**src/design/bce_ram.sv**
```systemverilog
// Generic single-write, single-read RAM with registered read data.
// No dependencies.
`default_nettype none
module bce_ram #(
   parameter int WIDTH = 8,
   parameter int DEPTH = 16
) (
   input  wire logic                     clock,
   input  wire logic                     we,
   input  wire logic [$clog2(DEPTH)-1:0] waddr,
   input  wire logic [WIDTH-1:0]         wdata,
   input  wire logic [$clog2(DEPTH)-1:0] raddr,
   output logic      [WIDTH-1:0]         rdata
);
   logic [WIDTH-1:0] mem_ff [DEPTH];

   always_ff @(posedge clock) begin
      if (we) begin
         mem_ff[waddr] <= wdata;
      end
      rdata <= mem_ff[raddr];
   end
endmodule
`default_nettype wire

```
**config.mk**
```make
export PLATFORM = sky130hd
export DESIGN_NAME = bce_ram
export DESIGN_NICKNAME = d
export VERILOG_FILES = /design/src/design/bce_ram.sv
export SDC_FILE = /design/constraint.sdc
export NUM_CORES = 1
export LEC_CHECK = 0
export BUFFER_PORTS_ARGS = -buffer_cell sky130_fd_sc_hd__buf_2
export CORE_MARGIN = 2
export CORE_UTILIZATION = 54
export CTS_BUF_LIST = sky130_fd_sc_hd__clkbuf_16
export DETAILED_ROUTE_END_ITERATION = 7
export GPL_ROUTABILITY_DRIVEN = 0
export GPL_TIMING_DRIVEN = 0
export PLACE_DENSITY = 0.82
export SYNTH_ARGS = -nofsm -noshare
export SYNTH_HDL_FRONTEND = slang
export SYNTH_SLANG_ARGS = --single-unit
```
**constraint.sdc**
```tcl
create_clock -name clock -period 2 [get_ports clock]
set_input_delay 0.4 -clock clock [delete_from_list [all_inputs] [get_ports clock]]
set_output_delay 0.4 -clock clock [all_outputs]
set_load 0.05 [all_outputs]
```
==> impl_metrics.json <==
{
  "status": "finished clean",
  "viasPerCell": 6.07,
  "cp.arrival_ns": 1.76,
  "clock_latency_ns": 0.41,
  "critical_path_required_ns": 2.02,
  "relSlewSlack_pct": 14.1,
  "synth_area_per_cell_sq_um": 22.5,
  "crit_slowest_cell": "nor3_1",
  "synth_cell_types": 19,
  "critical-path-max-stage-delay_ns": 0.99,
  "r2r_end": "rdata[1]$_DFF_P_",
  "postLayoutCoreUtil_pct": 65.0,
  "synth_area_leaders": "edfxtp_1, mux4_2, mux4_1",
  "drt_wl_total_mm": 10.1,
  "grt-ovfl-total": 0,
  "min_to": "mem_ff[1][6]$_DFFE_PP_",
  "ys_ff_latch": 136,
  "multi_input_area_sq_um": 1060,
  "wire_per_inst_microns": 24.3,
  "setup_viol": 0,
  "antenna_found_initial": 0,
  "power_density_nw_per_um2": 1100,
  "nFillCells": 581,
  "cap_violations": 0,
  "switchingPower_mw": 1.36,
  "numCtsBuffers": 17,
  "die_area_sq_um": 10300,
  "ff_latch_area_sq_um": 4000,
  "cts_hold_buf": 0,
  "yosysWarnings": 0,
  "design_area_sq_um": 6000,
  "rows": 35,
  "numPortBuffers": 24,
  "clockBufferDepth": 2,
  "route.detailed.drc": 0,
  "yosysSeqAreaShare_pct": 77.8,
  "min_from": "wdata[6]",
  "rsz0062_at_grt": "no",
  "syn_area_sq_um": 5150,
  "synth_top_cell_by_area": "edfxtp_1",
  "grt_use_met2_pct": 30.9,
  "clock-skew-final_ns": 0.00876,
  "grt_pass1_wl_mm": 15.1,
  "firstDrtPassIters": 6,
  "max-vdd-ir-drop_mv": 0.630,
  "die_y_microns": 102,
  "combinationalPowerShare_pct": 5.6,
  "swShare_pct": 20.6,
  "dp_hpwl_mm": 6.14,
  "area_growth_pct": 16.6,
  "yosysTopAreaCellShare_pct": 74.7,
  "max_freq_mhz": 573,
  "n_antenna_cell": 0,
  "io_pins": 26,
  "power.internal_mw": 5.23,
  "htreeDepth": 4,
  "synth_edf_count": 128,
  "core-area_sq_um": 9240,
  "ys_top_cells_by_count": "edfxtp_1, mux4_2, a22oi_1",
  "finalCritPeriodShare_pct": 87.2,
  "synth_nets": 247,
  "yosysMostFrequentCell": "edfxtp_1",
  "crit_type": "in -> reg",
  "start_kind": "input port",
  "path_clk_slew_ns": 0.06,
  "cts_tree": "yes",
  "initial_core_util_pct": 55.7,
  "report.final.slew_viol_count": 0,
  "whs_path_depth": 1,
  "grt_pass1_vias": 2500,
  "grt_start_max_net_pins": 17,
  "synthArstFlopShare_pct": 0,
  "cts_root_buf": "clkbuf_16",
  "synthCells": 229,
  "finish.net_count": 290,
  "grt_util_all_layers_pct": 21.6,
  "die_w_microns": 102,
  "globalRouteMet1Util_pct": 31.5,
  "clkSinkCount": 136,
  "crit_path_max_fanout": 8,
  "seqPwrFrac_pct": 48.7,
  "met3_usage_pct": 7.04,
  "tightest_slew_ns": 1.28,
  "power.share.clock_pct": 45.8,
  "hold_viol": 0,
  "period_minus_slack_ns": 1.74,
  "synth_flop_cell": "edfxtp_1",
  "drt_iter0_drc": 277,
  "r2r_start": "mem_ff[4][1]$_DFFE_PP_",
  "drtAntennaViolNets": 0,
  "path_cells": "buf_2, nand3b_1, nor3_1",
  "endpoint_kind": "flop",
  "p_leak_nw": 2.03,
  "rr_worst_depth": 3,
  "drive_gt1_share_pct": 27.7,
  "placedInstanceArea_sq_um": 5430,
  "grt_busiest_layer": "met1",
  "vias": 2513,
  "min_path_type": "in -> reg",
  "reg2reg_slack_ns": 0.59
}
[layer usage]
metal  vias up  share of wire [%]
met1      1303                 41
met2       132                 49
met4         0                2.5
met3        19                7.6
met5         -                  0
li1       1059                  -
[power groups by stage]
stage | registers (mW) | logic [mW] | clock network, mW
floorplan | 3.33 | 0.162 | 0
global placement | 3.26 | 0.352 | 0
detailed placement | 3.26 | 0.365 | 0
CTS | 3.21 | 0.369 | 3.03
global route | 3.21 | 0.390 | 3.16
finish | 3.20 | 0.367 | 3.01
[layout by cell type (no fill, tap or decap)]
cell type        instances
buf_4                    1
dfxtp_1                  8
buf_2                   27
buf_6                    3
a22oi_1                 16
or3b_2                   1
clkinv_1                 5
nand3b_1                 2
nor2b_1                  1
nor3_2                   1
bufinv_16                3
clkinv_2                 4
nand3_1                  1
nand2_1                  9
clkdlybuf4s25_2          3
mux4_1                  14
nor3_1                   3
inv_1                    2
nand2b_1                 2
clkbuf_16               17
mux4_2                  18
edfxtp_1               128
and2b_1                  1
nor2_1                  13
clkinvlp_4               1
and2_1                   1
[critical path, delay by kind of cell]
family                 cells  cell delay [ns]
AND/OR/NAND/NOR            2             1.25
buffers and inverters      1             0.11
[layout make-up]
type                            count  share of cell area [%]
Multi-Input combinational cell     83                    17.7
Sequential cell                   136                    66.7
Clock buffer                       17                    7.09
Tap cell                          129                    2.69
Timing Repair Buffer               24                    2.00
Clock inverter                     15                    2.40
Buffer                             10                    1.44
[cells by family (layout without fill, tap and decap cells)]
kind of cell,count (synthesis),count (layout),synth area share (%)
and+or+nand+nor,35,35,3.18
muxes,32,32,15.0
DFF,136,136,77.8
buffers and inverters,10,66,1.68
AOI/OAI and AO/OA,16,16,2.33
[how the worst max path moves through the flow]
stage	to	slack (ns)	startpoint	cells after the start
floorplan	mem_ff[0][0]$_DFFE_PP_	0.11	waddr[2]	2
global route	mem_ff[8][7]$_DFFE_PP_	0.12	waddr[2]	3
finish	mem_ff[8][7]$_DFFE_PP_	0.26	waddr[2]	3
detailed placement	mem_ff[0][7]$_DFFE_PP_	-0.45	waddr[2]	3
CTS	mem_ff[8][7]$_DFFE_PP_	0.20	waddr[2]	3
global placement	mem_ff[0][7]$_DFFE_PP_	-0.41	waddr[2]	3
[stage by stage]
step,setup WS [ns],std cells,setup TNS (ns),hold WS (ns),power (mW)
floorplan,0.107,229,0,0.499,3.49
global placement,-0.410,382,-5.51,0.655,3.61
detailed placement,-0.447,382,-8.52,0.684,3.63
CTS,0.202,414,0,0.380,6.60
global route,0.122,414,0,0.398,6.76
finish,0.256,414,0,0.391,6.59
[what timing repair did]
action / CTS / global route
buffers inserted: 0 / 0
resized for setup: 1 / 0
endpoints found under the setup margin: 8 / 0
endpoints found under the hold margin: 0 / 0
[sequential cells by signal, indices dropped and copies added (netlist names)]
| signal | flops |
|---|---|
| mem_ff | 128 |
| rdata | 8 |
No activity file was read; power rests on OpenSTA's default activity.
