`src/design/bce_pkg.sv`:
```
// Package for the four-band Bezier crossover equalizer.
// Holds widths, register indexes, reset values, sequencer states and saturation.
// No dependencies.
`default_nettype none
package bce_pkg;

   localparam int PASSES_DEF      = 3;
   localparam int SAMPLE_BITS_DEF = 24;
   localparam int PT_W            = 40;   // history point width
   localparam int ACC_W           = 72;   // accumulator width
   localparam int MA_W            = 48;   // multiplier operand A
   localparam int MB_W            = 18;   // multiplier operand B
   localparam int PROD_W          = MA_W + MB_W;
   localparam int SHRINK_K        = 5374; // 0.082 in Q0.16
   localparam int CSR_IDX_W       = 4;
   localparam int CSR_DATA_W      = 64;

   localparam logic [63:0] GAINS_RST = 64'h4000_4000_4000_4000;
   localparam logic [47:0] Q_RST     = 48'h35C3_35C3_35C3;
   localparam logic [31:0] STEP_RST  = 32'h8000_0000;
   localparam logic [31:0] TRIM_RST  = 32'hAAAA_AAAA;

   typedef enum logic [CSR_IDX_W-1:0] {
      CSR_GAINS   = 4'd0,
      CSR_Q       = 4'd1,
      CSR_HM_STEP = 4'd2,
      CSR_HM_TRIM = 4'd3,
      CSR_M_STEP  = 4'd4,
      CSR_M_TRIM  = 4'd5,
      CSR_LM_STEP = 4'd6,
      CSR_LM_TRIM = 4'd7
   } csr_index_type;

   typedef enum logic [4:0] {
      ST_IDLE, PH_SUM, PH_F, ST_RD, ST_LO, ST_ACC, ST_FM, ST_SHIFT,
      ST_WD, ST_WC, ST_WB, ST_BD, ST_BC, ST_BB, ST_BE, ST_Q, ST_OUT,
      ST_MX, ST_MXE, ST_DONE
   } seq_state_type;

   // Clamp a signed value to a signed range of the given width.
   function automatic logic signed [ACC_W-1:0] sat_w(input logic signed [ACC_W-1:0] v,
                                                     input int bits);
      logic signed [ACC_W-1:0] hi;
      logic signed [ACC_W-1:0] lo;
      hi = (ACC_W'(1) <<< (bits - 1)) - ACC_W'(1);
      lo = ~hi;
      if (v > hi) begin
         return hi;
      end else if (v < lo) begin
         return lo;
      end
      return v;
   endfunction

endpackage
`default_nettype wire

```
`src/design/bce_mul.sv`:
```
// Shared signed multiplier with registered product.
// Depends on bce_pkg.
`default_nettype none
module bce_mul (
   input  wire logic                              clock,
   input  wire logic signed [bce_pkg::MA_W-1:0]   op_a,
   input  wire logic signed [bce_pkg::MB_W-1:0]   op_b,
   output logic      signed [bce_pkg::PROD_W-1:0] prod_ff
);
   always_ff @(posedge clock) begin
      prod_ff <= op_a * op_b;
   end
endmodule
`default_nettype wire

```
`config.mk`:
```
export PLATFORM = sky130hd
export DESIGN_NAME = bce_mul
export DESIGN_NICKNAME = d
export VERILOG_FILES = /design/src/design/bce_pkg.sv /design/src/design/bce_mul.sv
export SDC_FILE = /design/constraint.sdc
export NUM_CORES = 2
export LEC_CHECK = 0
export ABC_AREA = 1
export BUFFER_PORTS_ARGS = -buffer_cell sky130_fd_sc_hd__buf_2
export CAP_MARGIN = 10
export CORE_ASPECT_RATIO = 0.6
export CORE_UTILIZATION = 45
export CTS_CLUSTER_SIZE = 24
export DETAILED_ROUTE_END_ITERATION = 16
export PLACE_DENSITY = 0.68
export SLEW_MARGIN = 20
export SYNTH_ARGS = -nofsm -noshare
export SYNTH_HDL_FRONTEND = slang
export SYNTH_SLANG_ARGS = --single-unit
```
`constraint.sdc`:
```
create_clock -name clock -period 6.7 [get_ports clock]
set_input_delay 1.005 -clock clock [delete_from_list [all_inputs] [get_ports clock]]
set_output_delay 1.005 -clock clock [all_outputs]
set_load 0.02 [all_outputs]
```
==> impl_metrics.json <==
{
  "cts.reportedPaths.clkPinSlew_ns": 0.05,
  "largestRegisters": "prod_ff x66",
  "netlist_area_um2": 32800,
  "clk_path_buf_depth": 2,
  "viasPerCell": 4.78,
  "grt_pass1_wl_um": 158000,
  "dp.cells": 5596,
  "grt-busiest-layer": "met2",
  "stdcell_count": 5612,
  "grt_use_met3": 0.0545,
  "diodes": 0,
  "yosysWarnings": 0,
  "antenna_found_initial": 0,
  "grtUsageTotal": 0.277,
  "syn_inst": 4430,
  "dp_slack_ns": 0.0104,
  "largest_reg_flops": 66,
  "post-route-drc-count": 0,
  "antenna_left": 0,
  "die_h_um": 211,
  "finalHoldViolations": 0,
  "initial_core_util": 0.456,
  "layout-drive-gt1-share": 0.0938,
  "relSlewSlack": 0.624,
  "wl_per_cell_um": 17.1,
  "setup_viol": 0,
  "numCtsBuffers": 9,
  "seq_area_frac_synth": 0.0402,
  "grt_max_degree": 49,
  "tightestPinTransition_ns": 0.559,
  "period_minus_slack_ns": 6.37,
  "worst-path-max-fanout": 13,
  "crit_required_ns": 6.93,
  "critical_path_class": "primary input to flop",
  "clockRootBuffer": "clkbuf_16",
  "dr.pass1.iters": 8,
  "fin_ws_ns": 0.327,
  "cts_max_level": 3,
  "dieWidth_um": 351,
  "rsz0062_at_grt": "no",
  "ys_seq_elements": 66,
  "cpPeakStageDelay_ns": 0.55,
  "area_growth_pct": 11.2,
  "die_area_um2": 74100,
  "wl_um": 96200,
  "use_met2": 0.427,
  "row_count": 76,
  "grt_pass1_vias": 28600,
  "cp_slowest_cell": "fa_1",
  "status": "finished, final reports clean",
  "timing.final.max_slew_violations": 0,
  "gp_congestion": 0.974,
  "crit_arrival_ns": 6.61,
  "setup_tns_ns": 0,
  "core-area_um2": 72000,
  "met1_usage": 0.409,
  "cp_cell_sequence": "buf_2 -> buf_12 -> nand2_1 -> fa_1 -> inv_1 -> fa_1 -> inv_1 -> fa_1 -> inv_1 -> fa_1 -> fa_1 -> inv_1 -> fa_1 -> inv_1 -> ha_1 -> nand2_1 -> buf_4 -> nor2_1 -> nand2_1 -> nor2_2 -> and3_1 -> nand2_1 -> nand3_1 -> nand2_1",
  "fmax_mhz": 157,
  "period_share": 0.951,
  "cts_tree": "yes",
  "dp_hpwl_um": 81100,
  "vias": 26800,
  "drt-initial-drc-count": 2313,
  "ys_types": 26,
  "syn_area_per_cell_um2": 7.41,
  "io_buffers": 132,
  "crit_path_end_kind": "flop",
  "final_nets": 5661,
  "io_pins": 133,
  "worstSetupStartpointType": "primary input",
  "grt_overflow": 0,
  "cap_violations": 0,
  "min_path_type": "primary input to flop",
  "critPathMostFrequentCell": "fa_1",
  "syn-num-nets": 5459,
  "cts_sinks": 66,
  "largest-register": "prod_ff"
}
## final timing paths
check                    from                   to  slack [ns]  depth (start not counted)
worst min-delay path  op_a[1]   prod_ff[1]$_DFF_P_        1.26                          4
worst max-delay path  op_b[3]  prod_ff[62]$_DFF_P_        0.33                         24
## area by class of cell
| type | instances | area, µm² |
|---|---|---|
| clock buffer | 12 | 267 |
| fill | 7066 | 35500 |
| sequential | 66 | 1320 |
| timing repair buffer | 377 | 2830 |
| multi-input combinational | 2709 | 25300 |
| tap | 975 | 1220 |
| clock inverter | 4 | 72.6 |
| inverter | 1469 | 5510 |
## cell families after synthesis
| group | count (synthesis) | share of synthesized area |
|---|---|---|
| AOI/OAI and AO/OA | 68 | 0.0114 |
| xor gates and xnor gates | 40 | 0.0107 |
| adders and majority gates | 962 | 0.552 |
| DFF | 66 | 0.0402 |
| buffers and inverters | 1655 | 0.189 |
| and+or+nand+nor | 1639 | 0.197 |
## metal layers
layer	routed length [µm]	vias up
li1	-	12400
met1	43800	13000
met2	41300	1236
met3	9640	107
met4	1490	0
met5	0	-
## worst max-delay path: cells and delay by family
kind | cells | cell delay [ns]
adder cells (fa/ha/maj) | 7 | 3.48
AND/OR/NAND/NOR | 9 | 1.25
buffers and inverters | 8 | 0.85
## placed cells by master (no fill, tap or decap), types with 8 or more instances in the layout
master | Yosys | layout
nand4_1 | 20 | 20
nand3_1 | 64 | 64
xor2_1 | 35 | 35
nor2_1 | 113 | 113
nor3_1 | 9 | 9
and3_1 | 8 | 8
clkbuf_16 | 0 | 9
ha_1 | 153 | 153
nand2_1 | 1374 | 1374
buf_12 | 0 | 26
dfxtp_1 | 66 | 66
nand2_2 | 9 | 9
buf_2 | 0 | 131
fa_1 | 809 | 809
a21oi_1 | 49 | 49
o21bai_1 | 13 | 13
buf_4 | 0 | 219
nor2_2 | 20 | 20
inv_1 | 1468 | 1468
## stage by stage
step                      instance area [µm²]   util  hold WS, ns
after floorplan                         32800      -         1.32
after CTS                               36500  0.507         1.23
after global placement                  36200  0.503         1.42
final                                   36500  0.507         1.26
after global routing                    36500  0.507         1.27
after detailed placement                36200  0.503         1.42
## repair_timing
action / in CTS / in global routing
resized for setup: 0 / 1
buffers inserted: 0 / 0
endpoints found under the setup margin: 0 / 1
hold buffers: 0 / 0
## cells in the mapped netlist
library cell  instances  area (µm²)
nand2_1            1374        5160
and3_1                8        50.1
dfxtp_1              66        1320
nor2_2               20         125
nand3_2               4        40.0
ha_1                153        1910
nor4_1                6        37.5
o21bai_1             13        97.6
xor2_1               35         307
and2_1                3        18.8
clkbuf_1            147         552
nand3_1              64         320
nor3_1                9        45.0
xnor2_1               5        43.8
fa_1                809       16200
nand2_2               9        56.3
inv_1              1468        5510
nand4_1              20         125
a21oi_1              49         245
nand3b_1              1        7.51
nor3_2                1        10.0
buf_1                39         146
or2_2                 7        43.8
inv_2                 1        3.75
nor2_1              113         424
o21ai_0               6        30.0
Power is left out: the tool's default activity adds up to more than one toggle a clock period on the data nets, which glitch-free logic cannot reach.
